===== src/brrs_pkg.sv =====
// ----------------------------------------------------------------------------
// brrs_pkg
// Shared types and constants of the rectangle region statistics block.
// ----------------------------------------------------------------------------
`default_nettype none

package brrs_pkg;

    // Configuration port
    localparam int CFG_ADDR_W = 1;
    localparam int CFG_DATA_W = 7;

    localparam logic [CFG_ADDR_W-1:0] REG_IMAGE_ROWS = 1'd0;
    localparam logic [CFG_ADDR_W-1:0] REG_IMAGE_COLS = 1'd1;

    localparam logic [CFG_DATA_W-1:0] DIM_RESET = 7'd64;

    // Result field widths
    localparam int POS_W  = 6;
    localparam int LEN_W  = 7;
    localparam int AREA_W = 13;

    // Depth of the queue between the front and back parts
    localparam int QUEUE_DEPTH = 4;

    localparam int NUM_KINDS = 3;

    typedef enum logic [1:0] {
        KIND_WIDTH  = 2'd0,
        KIND_AREA   = 2'd1,
        KIND_HEIGHT = 2'd2
    } measure_kind_t;

    typedef enum logic {
        EV_OFFER = 1'b0,
        EV_FLUSH = 1'b1
    } ev_kind_t;

    typedef enum logic [2:0] {
        ST_RUN   = 3'b001,
        ST_SWEEP = 3'b010,
        ST_FLUSH = 3'b100
    } front_state_t;

endpackage

`default_nettype wire


===== src/brrs_channels.sv =====
// ----------------------------------------------------------------------------
// brrs channels
// Valid/ready channels of the block: pixel input, register writes, results.
// ----------------------------------------------------------------------------
`default_nettype none

interface brrs_pixel_if;
    logic valid;
    logic ready;
    logic pixel;

    modport source (output valid, output pixel, input ready);
    modport sink   (input valid, input pixel, output ready);
endinterface

interface brrs_cfg_if;
    import brrs_pkg::*;
    logic                  valid;
    logic                  ready;
    logic [CFG_ADDR_W-1:0] addr;
    logic [CFG_DATA_W-1:0] data;

    modport source (output valid, output addr, output data, input ready);
    modport sink   (input valid, input addr, input data, output ready);
endinterface

interface brrs_result_if;
    import brrs_pkg::*;
    logic              valid;
    logic              ready;
    logic [1:0]        measure_kind;
    logic              found;
    logic [POS_W-1:0]  top_row;
    logic [POS_W-1:0]  left_col;
    logic [LEN_W-1:0]  rect_width;
    logic [LEN_W-1:0]  rect_height;
    logic [AREA_W-1:0] rect_area;
    logic              last;

    modport source (output valid, output measure_kind, output found, output top_row,
                    output left_col, output rect_width, output rect_height,
                    output rect_area, output last, input ready);
    modport sink   (input valid, input measure_kind, input found, input top_row,
                    input left_col, input rect_width, input rect_height,
                    input rect_area, input last, output ready);
endinterface

`default_nettype wire


===== src/brrs_front.sv =====
// ----------------------------------------------------------------------------
// brrs_front
// Raster tracker: takes pixels, finds corners, tracks row runs and open
// columns, and posts finished rectangles and end-of-image marks as words.
// ----------------------------------------------------------------------------
`default_nettype none

module brrs_front
    import brrs_pkg::*;
#(
    parameter int  MAX_DIM = 64,
    parameter type evt_t   = logic
)
(
    input  logic              clk,
    input  logic              rst_n,
    brrs_pixel_if.sink        pixels,
    brrs_cfg_if.sink          cfg,
    output evt_t              evt,
    output logic              evt_push,
    input  logic              q_full
);

    localparam int DW = $clog2(MAX_DIM);
    localparam int LW = $clog2(MAX_DIM + 1);
    localparam logic [DW-1:0] LAST_COL = DW'(MAX_DIM - 1);

    front_state_t state_reg, state_next;

    logic [CFG_DATA_W-1:0] rows_cfg_reg;
    logic [CFG_DATA_W-1:0] cols_cfg_reg;
    logic [LW-1:0]         rows_eff;
    logic [LW-1:0]         cols_eff;

    logic [DW-1:0]      row_reg, row_next;
    logic [DW-1:0]      col_reg, col_next;
    logic               left_reg, left_next;
    logic [DW-1:0]      run_col_reg, run_col_next;
    logic [LW-1:0]      run_len_reg, run_len_next;
    logic               run_corner_reg, run_corner_next;
    logic [MAX_DIM-1:0] above_reg, above_next;
    logic [MAX_DIM-1:0] open_reg, open_next;
    logic [DW-1:0]      sweep_reg, sweep_next;

    // Corner row and width of each open column
    logic [DW-1:0] start_mem [MAX_DIM];
    logic [LW-1:0] width_mem [MAX_DIM];
    logic [DW-1:0] start_rd_reg;
    logic [LW-1:0] width_rd_reg;
    logic [DW-1:0] rd_addr;

    logic          start_we;
    logic          width_we;
    logic [DW-1:0] width_wa;
    logic [LW-1:0] width_wd;

    logic          pix;
    logic          pix_acc;
    logic [LW-1:0] col_plus;
    logic [LW-1:0] row_plus;
    logic          row_end;
    logic          img_end;
    logic          corner;
    logic          close_c;
    logic          finish;
    logic          open_k;
    logic          adv;
    logic [DW-1:0] run_col_cur;
    logic [LW-1:0] run_len_cur;
    logic          run_corner_cur;

    function automatic logic [LW-1:0] eff_dim(input logic [CFG_DATA_W-1:0] v);
        if (v == '0)
            return LW'(1);
        else if (32'(v) > 32'(MAX_DIM))
            return LW'(MAX_DIM);
        else
            return LW'(v);
    endfunction

    // Register writes are always taken
    assign cfg.ready = 1'b1;

    always_ff @(posedge clk or negedge rst_n)
    begin
        if (!rst_n)
        begin
            rows_cfg_reg <= DIM_RESET;
            cols_cfg_reg <= DIM_RESET;
        end
        else if (cfg.valid)
        begin
            case (cfg.addr)
                REG_IMAGE_ROWS: rows_cfg_reg <= cfg.data;
                REG_IMAGE_COLS: cols_cfg_reg <= cfg.data;
                default: ;
            endcase
        end
    end

    assign rows_eff = eff_dim(rows_cfg_reg);
    assign cols_eff = eff_dim(cols_cfg_reg);

    // Classify the pixel at the current raster position
    always_comb
    begin
        pix      = pixels.pixel;
        col_plus = LW'(col_reg) + LW'(1);
        row_plus = LW'(row_reg) + LW'(1);
        row_end  = col_plus >= cols_eff;
        img_end  = row_end && (row_plus >= rows_eff);
        corner   = pix && !above_reg[col_reg] && !left_reg;
        close_c  = open_reg[col_reg] && !pix;

        if (pix && !left_reg)
        begin
            run_col_cur    = col_reg;
            run_len_cur    = LW'(1);
            run_corner_cur = corner;
        end
        else if (pix)
        begin
            run_col_cur    = run_col_reg;
            run_len_cur    = run_len_reg + LW'(1);
            run_corner_cur = run_corner_reg;
        end
        else
        begin
            run_col_cur    = run_col_reg;
            run_len_cur    = run_len_reg;
            run_corner_cur = run_corner_reg;
        end

        finish = (!pix && left_reg) || (row_end && pix);
    end

    // Sequence pixels, the end-of-image sweep and the flush mark
    always_comb
    begin
        state_next      = state_reg;
        row_next        = row_reg;
        col_next        = col_reg;
        left_next       = left_reg;
        run_col_next    = run_col_reg;
        run_len_next    = run_len_reg;
        run_corner_next = run_corner_reg;
        above_next      = above_reg;
        open_next       = open_reg;
        sweep_next      = sweep_reg;
        rd_addr         = col_reg;
        pixels.ready    = 1'b0;
        pix_acc         = 1'b0;
        start_we        = 1'b0;
        width_we        = 1'b0;
        width_wa        = col_reg;
        width_wd        = LW'(1);
        evt_push        = 1'b0;
        open_k          = open_reg[sweep_reg];
        adv             = 1'b0;
        evt.kind        = EV_OFFER;
        evt.row         = start_rd_reg;
        evt.col         = col_reg;
        evt.w           = width_rd_reg;
        evt.h           = LW'(row_reg) - LW'(start_rd_reg);

        case (state_reg)
            ST_RUN:
            begin
                pixels.ready = !q_full;
                pix_acc      = pixels.valid && !q_full;
                if (pix_acc)
                begin
                    evt_push = close_c;
                    start_we = corner;
                    width_we = corner || (finish && run_corner_cur);
                    if (finish && run_corner_cur)
                    begin
                        width_wa = run_col_cur;
                        width_wd = run_len_cur;
                    end

                    above_next[col_reg] = pix;
                    if (close_c)
                        open_next[col_reg] = 1'b0;
                    else if (corner)
                        open_next[col_reg] = 1'b1;

                    run_col_next    = run_col_cur;
                    run_corner_next = run_corner_cur;
                    run_len_next    = finish ? '0 : run_len_cur;

                    if (row_end)
                    begin
                        col_next  = '0;
                        left_next = 1'b0;
                        if (img_end)
                            state_next = ST_SWEEP;
                        else
                            row_next = row_reg + DW'(1);
                    end
                    else
                    begin
                        col_next  = col_reg + DW'(1);
                        left_next = pix;
                    end
                    rd_addr = col_next;
                end
            end

            ST_SWEEP:
            begin
                evt.col = sweep_reg;
                evt.h   = row_plus - LW'(start_rd_reg);
                evt_push = open_k && !q_full;
                adv      = !open_k || !q_full;
                rd_addr  = sweep_reg;
                if (adv)
                begin
                    if (sweep_reg == LAST_COL)
                    begin
                        state_next = ST_FLUSH;
                        sweep_next = '0;
                        rd_addr    = '0;
                    end
                    else
                    begin
                        sweep_next = sweep_reg + DW'(1);
                        rd_addr    = sweep_next;
                    end
                end
            end

            ST_FLUSH:
            begin
                rd_addr  = '0;
                evt.kind = EV_FLUSH;
                evt_push = !q_full;
                if (!q_full)
                begin
                    state_next      = ST_RUN;
                    above_next      = '0;
                    open_next       = '0;
                    row_next        = '0;
                    col_next        = '0;
                    left_next       = 1'b0;
                    run_col_next    = '0;
                    run_len_next    = '0;
                    run_corner_next = 1'b0;
                end
            end

            default:
            begin
                state_next = ST_RUN;
            end
        endcase
    end

    // Hold raster and flag state
    always_ff @(posedge clk or negedge rst_n)
    begin
        if (!rst_n)
        begin
            state_reg      <= ST_RUN;
            row_reg        <= '0;
            col_reg        <= '0;
            left_reg       <= 1'b0;
            run_col_reg    <= '0;
            run_len_reg    <= '0;
            run_corner_reg <= 1'b0;
            above_reg      <= '0;
            open_reg       <= '0;
            sweep_reg      <= '0;
        end
        else
        begin
            state_reg      <= state_next;
            row_reg        <= row_next;
            col_reg        <= col_next;
            left_reg       <= left_next;
            run_col_reg    <= run_col_next;
            run_len_reg    <= run_len_next;
            run_corner_reg <= run_corner_next;
            above_reg      <= above_next;
            open_reg       <= open_next;
            sweep_reg      <= sweep_next;
        end
    end

    // Column tables: one write each, registered write-first read
    always_ff @(posedge clk)
    begin
        if (start_we)
            start_mem[col_reg] <= row_reg;
        if (width_we)
            width_mem[width_wa] <= width_wd;

        if (start_we && (col_reg == rd_addr))
            start_rd_reg <= row_reg;
        else
            start_rd_reg <= start_mem[rd_addr];

        if (width_we && (width_wa == rd_addr))
            width_rd_reg <= width_wd;
        else
            width_rd_reg <= width_mem[rd_addr];
    end

endmodule

`default_nettype wire


===== src/brrs_queue.sv =====
// ----------------------------------------------------------------------------
// brrs_queue
// Short first-in first-out queue of words between the front and back parts.
// ----------------------------------------------------------------------------
`default_nettype none

module brrs_queue
    import brrs_pkg::*;
#(
    parameter type T = logic
)
(
    input  logic clk,
    input  logic rst_n,
    input  logic push,
    input  T     push_data,
    output logic full,
    input  logic pop,
    output T     head,
    output logic empty
);

    localparam int PW = $clog2(QUEUE_DEPTH);
    localparam int CW = $clog2(QUEUE_DEPTH + 1);

    T              slot_reg [QUEUE_DEPTH];
    logic [PW-1:0] wr_ptr_reg;
    logic [PW-1:0] rd_ptr_reg;
    logic [CW-1:0] count_reg;

    assign full  = count_reg == CW'(QUEUE_DEPTH);
    assign empty = count_reg == '0;
    assign head  = slot_reg[rd_ptr_reg];

    // Advance pointers and count
    always_ff @(posedge clk or negedge rst_n)
    begin
        if (!rst_n)
        begin
            wr_ptr_reg <= '0;
            rd_ptr_reg <= '0;
            count_reg  <= '0;
        end
        else
        begin
            if (push)
                wr_ptr_reg <= wr_ptr_reg + PW'(1);
            if (pop)
                rd_ptr_reg <= rd_ptr_reg + PW'(1);
            if (push && !pop)
                count_reg <= count_reg + CW'(1);
            else if (pop && !push)
                count_reg <= count_reg - CW'(1);
        end
    end

    // Store the word
    always_ff @(posedge clk)
    begin
        if (push)
            slot_reg[wr_ptr_reg] <= push_data;
    end

endmodule

`default_nettype wire


===== src/brrs_back.sv =====
// ----------------------------------------------------------------------------
// brrs_back
// Record keeper: computes areas, keeps the best record per measure and
// sends the three records of an image when its flush mark arrives.
// ----------------------------------------------------------------------------
`default_nettype none

module brrs_back
    import brrs_pkg::*;
#(
    parameter int  MAX_DIM = 64,
    parameter type evt_t   = logic
)
(
    input  logic              clk,
    input  logic              rst_n,
    input  evt_t              q_head,
    input  logic              q_empty,
    output logic              q_pop,
    brrs_result_if.source     results
);

    localparam int DW = $clog2(MAX_DIM);
    localparam int LW = $clog2(MAX_DIM + 1);
    localparam int AW = 2 * LW;

    typedef struct packed {
        logic          valid;
        logic [DW-1:0] row;
        logic [DW-1:0] col;
        logic [LW-1:0] w;
        logic [LW-1:0] h;
        logic [AW-1:0] area;
    } rec_t;

    logic          s1_valid_reg;
    evt_t          s1_evt_reg;
    logic [AW-1:0] s1_area_reg;
    logic          s1_consume;

    rec_t          best_reg [NUM_KINDS];
    rec_t          emit_buf_reg [NUM_KINDS];
    logic          emit_valid_reg;
    measure_kind_t emit_idx_reg;
    measure_kind_t emit_idx_next;

    rec_t                 cand;
    rec_t                 cur;
    logic [NUM_KINDS-1:0] take;
    logic                 out_acc;
    logic                 load_emit;

    function automatic logic [AW-1:0] measure_of(input rec_t r, input measure_kind_t k);
        case (k)
            KIND_WIDTH: return AW'(r.w);
            KIND_AREA:  return r.area;
            default:    return AW'(r.h);
        endcase
    endfunction

    // Drain the queue into the multiply stage
    assign s1_consume = s1_valid_reg && ((s1_evt_reg.kind == EV_OFFER) || !emit_valid_reg);
    assign q_pop      = !q_empty && (!s1_valid_reg || s1_consume);
    assign load_emit  = s1_consume && (s1_evt_reg.kind == EV_FLUSH);

    // Compare the candidate against each kept record
    always_comb
    begin
        cand.valid = 1'b1;
        cand.row   = s1_evt_reg.row;
        cand.col   = s1_evt_reg.col;
        cand.w     = s1_evt_reg.w;
        cand.h     = s1_evt_reg.h;
        cand.area  = s1_area_reg;
        for (int k = 0; k < NUM_KINDS; k++)
        begin
            if (!best_reg[k].valid)
                take[k] = 1'b1;
            else if (measure_of(cand, measure_kind_t'(2'(k))) >
                     measure_of(best_reg[k], measure_kind_t'(2'(k))))
                take[k] = 1'b1;
            else if (measure_of(cand, measure_kind_t'(2'(k))) ==
                     measure_of(best_reg[k], measure_kind_t'(2'(k))))
                take[k] = (cand.row < best_reg[k].row) ||
                          ((cand.row == best_reg[k].row) && (cand.col < best_reg[k].col));
            else
                take[k] = 1'b0;
        end
    end

    // Step through the three records
    always_comb
    begin
        case (emit_idx_reg)
            KIND_WIDTH: emit_idx_next = KIND_AREA;
            KIND_AREA:  emit_idx_next = KIND_HEIGHT;
            default:    emit_idx_next = KIND_WIDTH;
        endcase
    end

    assign out_acc = results.valid && results.ready;

    always_ff @(posedge clk or negedge rst_n)
    begin
        if (!rst_n)
        begin
            s1_valid_reg   <= 1'b0;
            emit_valid_reg <= 1'b0;
            emit_idx_reg   <= KIND_WIDTH;
            for (int k = 0; k < NUM_KINDS; k++)
                best_reg[k] <= '0;
        end
        else
        begin
            if (q_pop)
                s1_valid_reg <= 1'b1;
            else if (s1_consume)
                s1_valid_reg <= 1'b0;

            // Update or hand off the kept records
            if (load_emit)
            begin
                for (int k = 0; k < NUM_KINDS; k++)
                    best_reg[k] <= '0;
            end
            else if (s1_consume)
            begin
                for (int k = 0; k < NUM_KINDS; k++)
                    if (take[k])
                        best_reg[k] <= cand;
            end

            if (load_emit)
            begin
                emit_valid_reg <= 1'b1;
                emit_idx_reg   <= KIND_WIDTH;
            end
            else if (out_acc)
            begin
                emit_idx_reg <= emit_idx_next;
                if (emit_idx_reg == KIND_HEIGHT)
                    emit_valid_reg <= 1'b0;
            end
        end
    end

    // Payload: word, area product, record snapshot
    always_ff @(posedge clk)
    begin
        if (q_pop)
        begin
            s1_evt_reg  <= q_head;
            s1_area_reg <= AW'(q_head.w) * AW'(q_head.h);
        end
        if (load_emit)
        begin
            for (int k = 0; k < NUM_KINDS; k++)
                emit_buf_reg[k] <= best_reg[k];
        end
    end

    // Drive the result word
    assign cur = emit_buf_reg[emit_idx_reg];

    assign results.valid        = emit_valid_reg;
    assign results.measure_kind = emit_idx_reg;
    assign results.found        = cur.valid;
    assign results.top_row      = cur.valid ? POS_W'(cur.row) : '0;
    assign results.left_col     = cur.valid ? POS_W'(cur.col) : '0;
    assign results.rect_width   = cur.valid ? LEN_W'(cur.w) : '0;
    assign results.rect_height  = cur.valid ? LEN_W'(cur.h) : '0;
    assign results.rect_area    = cur.valid ? AREA_W'(cur.area) : '0;
    assign results.last         = emit_idx_reg == KIND_HEIGHT;

endmodule

`default_nettype wire


===== src/binary_rectangle_region_stats.sv =====
// ----------------------------------------------------------------------------
// binary_rectangle_region_stats
// Finds filled rectangles in a raster binary image and reports the widest,
// the largest and the tallest one after the last pixel.
//
// Channel  Dir  Payload                                       Accept
// pixels   in   pixel                                         valid && ready
// cfg      in   addr (0 rows, 1 cols), data                   valid && ready
// results  out  measure_kind, found, top_row, left_col,       valid && ready
//               rect_width, rect_height, rect_area, last
//
// One pixel per cycle; pixels.ready drops while the word queue is full.
// After the last pixel of an image, pixels.ready stays low during a sweep
// over all MAX_DIM entries of the open-column table and the flush mark,
// and longer while the queue is full.
// Results: three words per image, from a snapshot, so the next image runs on.
// Reset: asynchronous rst_n clears control and flags; column tables unreset.
// Register writes are taken every cycle and act at once.
// ----------------------------------------------------------------------------
`default_nettype none

module binary_rectangle_region_stats
    import brrs_pkg::*;
#(
    parameter int MAX_DIM = 64
)
(
    input  logic          clk,
    input  logic          rst_n,
    brrs_pixel_if.sink    pixels,
    brrs_cfg_if.sink      cfg,
    brrs_result_if.source results
);

    localparam int DW = $clog2(MAX_DIM);
    localparam int LW = $clog2(MAX_DIM + 1);

    typedef struct packed {
        ev_kind_t      kind;
        logic [DW-1:0] row;
        logic [DW-1:0] col;
        logic [LW-1:0] w;
        logic [LW-1:0] h;
    } evt_t;

    evt_t push_evt;
    evt_t head_evt;
    logic push;
    logic full;
    logic pop;
    logic empty;

    brrs_front #(
        .MAX_DIM (MAX_DIM),
        .evt_t   (evt_t)
    ) u_front (
        .clk      (clk),
        .rst_n    (rst_n),
        .pixels   (pixels),
        .cfg      (cfg),
        .evt      (push_evt),
        .evt_push (push),
        .q_full   (full)
    );

    brrs_queue #(
        .T (evt_t)
    ) u_queue (
        .clk       (clk),
        .rst_n     (rst_n),
        .push      (push),
        .push_data (push_evt),
        .full      (full),
        .pop       (pop),
        .head      (head_evt),
        .empty     (empty)
    );

    brrs_back #(
        .MAX_DIM (MAX_DIM),
        .evt_t   (evt_t)
    ) u_back (
        .clk     (clk),
        .rst_n   (rst_n),
        .q_head  (head_evt),
        .q_empty (empty),
        .q_pop   (pop),
        .results (results)
    );

endmodule

`default_nettype wire


===== src/flat_wrapper.sv =====
// flat-port wrapper written by rule: the top's interface ports become plain ports
module binary_rectangle_region_stats_flat import brrs_pkg::*;
#(
    parameter int MAX_DIM = 64
)
  (clk, rst_n, pixels_valid, pixels_pixel, pixels_ready, cfg_valid, cfg_addr, cfg_data, cfg_ready, results_valid, results_measure_kind, results_found, results_top_row, results_left_col, results_rect_width, results_rect_height, results_rect_area, results_last, results_ready);
  brrs_pixel_if pixels_i ();
  brrs_cfg_if cfg_i ();
  brrs_result_if results_i ();
  input  logic clk;
  input  logic rst_n;
  input wire logic [$bits(pixels_i.valid)-1:0] pixels_valid;
  input wire logic [$bits(pixels_i.pixel)-1:0] pixels_pixel;
  output wire logic [$bits(pixels_i.ready)-1:0] pixels_ready;
  input wire logic [$bits(cfg_i.valid)-1:0] cfg_valid;
  input wire logic [$bits(cfg_i.addr)-1:0] cfg_addr;
  input wire logic [$bits(cfg_i.data)-1:0] cfg_data;
  output wire logic [$bits(cfg_i.ready)-1:0] cfg_ready;
  output wire logic [$bits(results_i.valid)-1:0] results_valid;
  output wire logic [$bits(results_i.measure_kind)-1:0] results_measure_kind;
  output wire logic [$bits(results_i.found)-1:0] results_found;
  output wire logic [$bits(results_i.top_row)-1:0] results_top_row;
  output wire logic [$bits(results_i.left_col)-1:0] results_left_col;
  output wire logic [$bits(results_i.rect_width)-1:0] results_rect_width;
  output wire logic [$bits(results_i.rect_height)-1:0] results_rect_height;
  output wire logic [$bits(results_i.rect_area)-1:0] results_rect_area;
  output wire logic [$bits(results_i.last)-1:0] results_last;
  input wire logic [$bits(results_i.ready)-1:0] results_ready;
  assign pixels_i.valid = pixels_valid;
  assign pixels_i.pixel = pixels_pixel;
  assign pixels_ready = pixels_i.ready;
  assign cfg_i.valid = cfg_valid;
  assign cfg_i.addr = cfg_addr;
  assign cfg_i.data = cfg_data;
  assign cfg_ready = cfg_i.ready;
  assign results_valid = results_i.valid;
  assign results_measure_kind = results_i.measure_kind;
  assign results_found = results_i.found;
  assign results_top_row = results_i.top_row;
  assign results_left_col = results_i.left_col;
  assign results_rect_width = results_i.rect_width;
  assign results_rect_height = results_i.rect_height;
  assign results_rect_area = results_i.rect_area;
  assign results_last = results_i.last;
  assign results_i.ready = results_ready;
  binary_rectangle_region_stats #(.MAX_DIM(MAX_DIM)) u_core (.clk(clk), .rst_n(rst_n), .pixels(pixels_i), .cfg(cfg_i), .results(results_i));
endmodule

===== config.mk =====
export PLATFORM = sky130hd
export DESIGN_NAME = binary_rectangle_region_stats_flat
export DESIGN_NICKNAME = d
export VERILOG_FILES = /design/src/brrs_pkg.sv /design/src/brrs_channels.sv /design/src/brrs_front.sv /design/src/brrs_queue.sv /design/src/brrs_back.sv /design/src/binary_rectangle_region_stats.sv /design/src/flat_wrapper.sv
export SDC_FILE = /design/constraint.sdc
export NUM_CORES = 2
export LEC_CHECK = 0
export ABC_AREA = 1
export BUFFER_PORTS_ARGS = -buffer_cell sky130_fd_sc_hd__buf_2
export CAP_MARGIN = 30
export CORE_ASPECT_RATIO = 1.75
export CORE_MARGIN = 2
export CORE_UTILIZATION = 50
export CTS_BUF_LIST = sky130_fd_sc_hd__clkbuf_4 sky130_fd_sc_hd__clkbuf_8
export CTS_CLUSTER_DIAMETER = 60
export DETAILED_ROUTE_END_ITERATION = 6
export PLACE_DENSITY = 0.67
export SYNTH_ARGS = -nofsm -noshare
export SYNTH_HDL_FRONTEND = slang
export SYNTH_SLANG_ARGS = --single-unit

===== constraint.sdc =====
create_clock -name clk -period 7.74 [get_ports clk]
set_clock_uncertainty 0.2 [all_clocks]
set_input_delay 1.935 -clock clk [delete_from_list [all_inputs] [get_ports clk]]
set_output_delay 1.935 -clock clk [all_outputs]
set_load 0.01 [all_outputs]

==> metrics.yaml <==
layout_commonest_cell: "edfxtp_1"
crit_required_ns: 8.21
die_x_um: 273
drv_cap: 0
yosys_warnings: 0
slowest_stage: "dfrtp_1"
worst_ep_arrival_time_ns: 6.47
routedWlPerCell_um: 22.7
synth_flop_cell: "edfxtp_1"
cts_resized: 0
powerDensity_mw_per_mm2: 442
syn_area_per_cell_um2: 10.5
vdd_drop_max_mv: 0.563
critical_path_class: "reg2reg"
path_cells: "inv_1 > buf_4 > a21oi_1 > a32oi_1 > inv_1 > nor2_1 > fa_1 > ha_1 > inv_1 > fa_1 > fa_1 > inv_1 > ha_1 > a21oi_1 > nand2_1 > a21o_1 > a21oi_1 > o21ai_0 > a21oi_1 > nor2_1 > nor2_1 > xor2_1"
final_cell_mix: "edfxtp_1 (1101), nor2_1 (946), o21ai_0 (911), nand2_1 (803), inv_1 (405)"
ios: 60
grt_pass1_vias: 45240
critical-path-top-delay-family: "adder cells"
r2r-start: "u_core.u_queue.rd_ptr_reg[1]$_DFFE_PN0P_"
min_from: "u_core.u_back.best_reg[25]$_DFFE_PN0P_"
outcome: "completed"
cts.sinks: 1417
seq_area_frac_synth_pct: 64.7
min_period_ns: 6.00
grt_max_degree: 160
post_synth_instance_area_mm2: 0.0633
grt-ovfl-total: 0
start_util_pct: 50.4
synthArstFlopShare_pct: 21.9
worstSetupStartpoint: "u_core.u_queue.rd_ptr_reg[1]$_DFFE_PN0P_"
slowest_delay_ns: 0.54
drt_iter0_drc: 4495
syn_inst: 6035
cellLeakagePower_nw: 27.1
critPathLaunchType: "flip-flop"
hp-class: "reg2reg"
drtAntennaViolNets: 0
synth_edf_count: 1101
area_delta_synth_final_pct: 9.07
htree_num_levels: 4
dieHeight_um: 475
portBuffers: 58
cp_max_fo: 22
setup_tns_ns: 0
syn-num-nets: 6197
gp_congestion: 0.964
die-area_mm2: 0.130
power.total_w: 0.0305
std_cell_rows: 172
clk_latency_ns: 0.95
drive_gt1_share_pct: 8.90
drv_slew: 0
routed_wl_um: 178000
max_clock_freq_mhz: 167
cts_buffer_depth: 3
cts_setup_buffers: 0
nets: 6177
rsz0062_at_grt: "false"
crit_buf_inv: 5
endpoint_kind: "flip-flop"
cts_made_buffers: 196
cts_hold_buf: 0
vias: 45848
cts_root_buf: "clkbuf_8"
grt_antenna_before_repair: 3
drc: 0
pre_cts_ws_ns: 1.71
grt_pass1_wl_um: 269000
finalHoldViolCount: 0
worst_slack_ns: 1.74
design.core.area_mm2: 0.125
drt-vias-per-instance: 5.86
fin_crit_sh_pct: 77.5
setup_viol: 0
grt_usage_pct: 27.6
largest_reg_flops: 448
path_clk_slew_ns: 0.07
synth-seq-cells: 1417
maxSlewHeadroom_pct: 27.0
cts_tree: "yes"
max_slew.worst_pin.slew_ns: 1.08
synth.distinct_cells: 57
dpl.hpwl_um: 118000
first_pass_iters: 6
-- path summary, 6_finish.rpt --
path	end	slack, ns	cells after the start
max in group asynchronous	u_core.u_back.best_reg[8]$_DFFE_PN0P_	5.21	2
setup reg to reg	u_core.u_back.s1_area_reg[12]$_DFFE_PP_	1.74	22
hold reg to reg	u_core.u_back.emit_buf_reg[2][25]$_DFFE_PP_	0.22	0
min in group asynchronous	u_core.u_front.open_reg[36]$_DFFE_PN0P_	0.76	1
hold / removal	u_core.u_back.emit_buf_reg[2][25]$_DFFE_PP_	0.22	0
setup / recovery	u_core.u_back.s1_area_reg[12]$_DFFE_PP_	1.74	22
-- cell usage after synthesis (all sizes together), types with 7 or more instances --
library cell	count	area, um^2
o211ai	17	128
ha	122	1530
o2111ai	15	131
a21oi	270	1350
buf	62	344
a311oi	10	87.6
xor2	19	166
inv	420	1580
dfrtp	307	7680
nor2	960	3630
fa	26	521
nand2	821	3120
clkbuf	304	1140
nand4	27	181
o21ai	921	4610
a21boi	7	52.6
nor3	12	65.1
a32oi	14	123
o22ai	249	1560
a22oi	13	97.6
o32ai	9	78.8
edfxtp	1101	33100
nand3	251	1290
o221ai	30	263
-- area by class of cell --
class | instances | area (um^2)
Clock buffer | 258 | 3230
Sequential cell | 1417 | 41000
Tap cell | 1653 | 2070
Antenna cell | 1 | 2.50
Multi-Input combinational cell | 3826 | 19400
Timing Repair Buffer | 148 | 1100
Fill cell | 10753 | 56400
Clock inverter | 92 | 666
Inverter | 426 | 1620
-- metrics by stage --
stage	utilization [%]	instance area, um^2	instances	hold WS (ns)
CTS	55.0	69000	7819	0.230
finish	55.0	69000	7821	0.217
detailed placement	51.9	65100	7469	0.232
global placement	51.9	65100	7466	0.230
global route	55.0	69000	7821	0.254
floorplan	-	63300	6035	0.225
-- cell families (layout without fill, tap and decap cells) --
kind of cell / count (synthesis) / count (layout) / synth area share, %
AO/OA/AOI/OAI: 1573 / 1573 / 13.6
multiplexers: 1 / 1 / 0.0178
buffers and inverters: 792 / 924 / 4.87
other: 1 / 2 / 0.00593
XOR/XNOR: 25 / 25 / 0.346
AND/OR/NAND/NOR: 2078 / 2078 / 13.2
flip-flops: 1417 / 1417 / 64.7
adder cells (fa/ha/maj): 148 / 148 / 3.23
-- layer usage --
metal / global-route usage [%] / vias up / part of all wire (%)
li1: - / 21103 / -
met3: 4.05 / 634 / 5.5
met1: 28.9 / 22273 / 34
met4: 19.5 / 2 / 7.8
met2: 50.2 / 1836 / 53
met5: 0 / - / 0.010
-- where the power goes --
group | total, W | switching, W | internal (W)
clock | 0.00581 | 0.00284 | 0.00297
sequential | 0.0111 | 0.000801 | 0.0103
combinational | 0.0137 | 0.00949 | 0.00416
total | 0.0305 | 0.0131 | 0.0174
(Power assumes the default switching activity.)
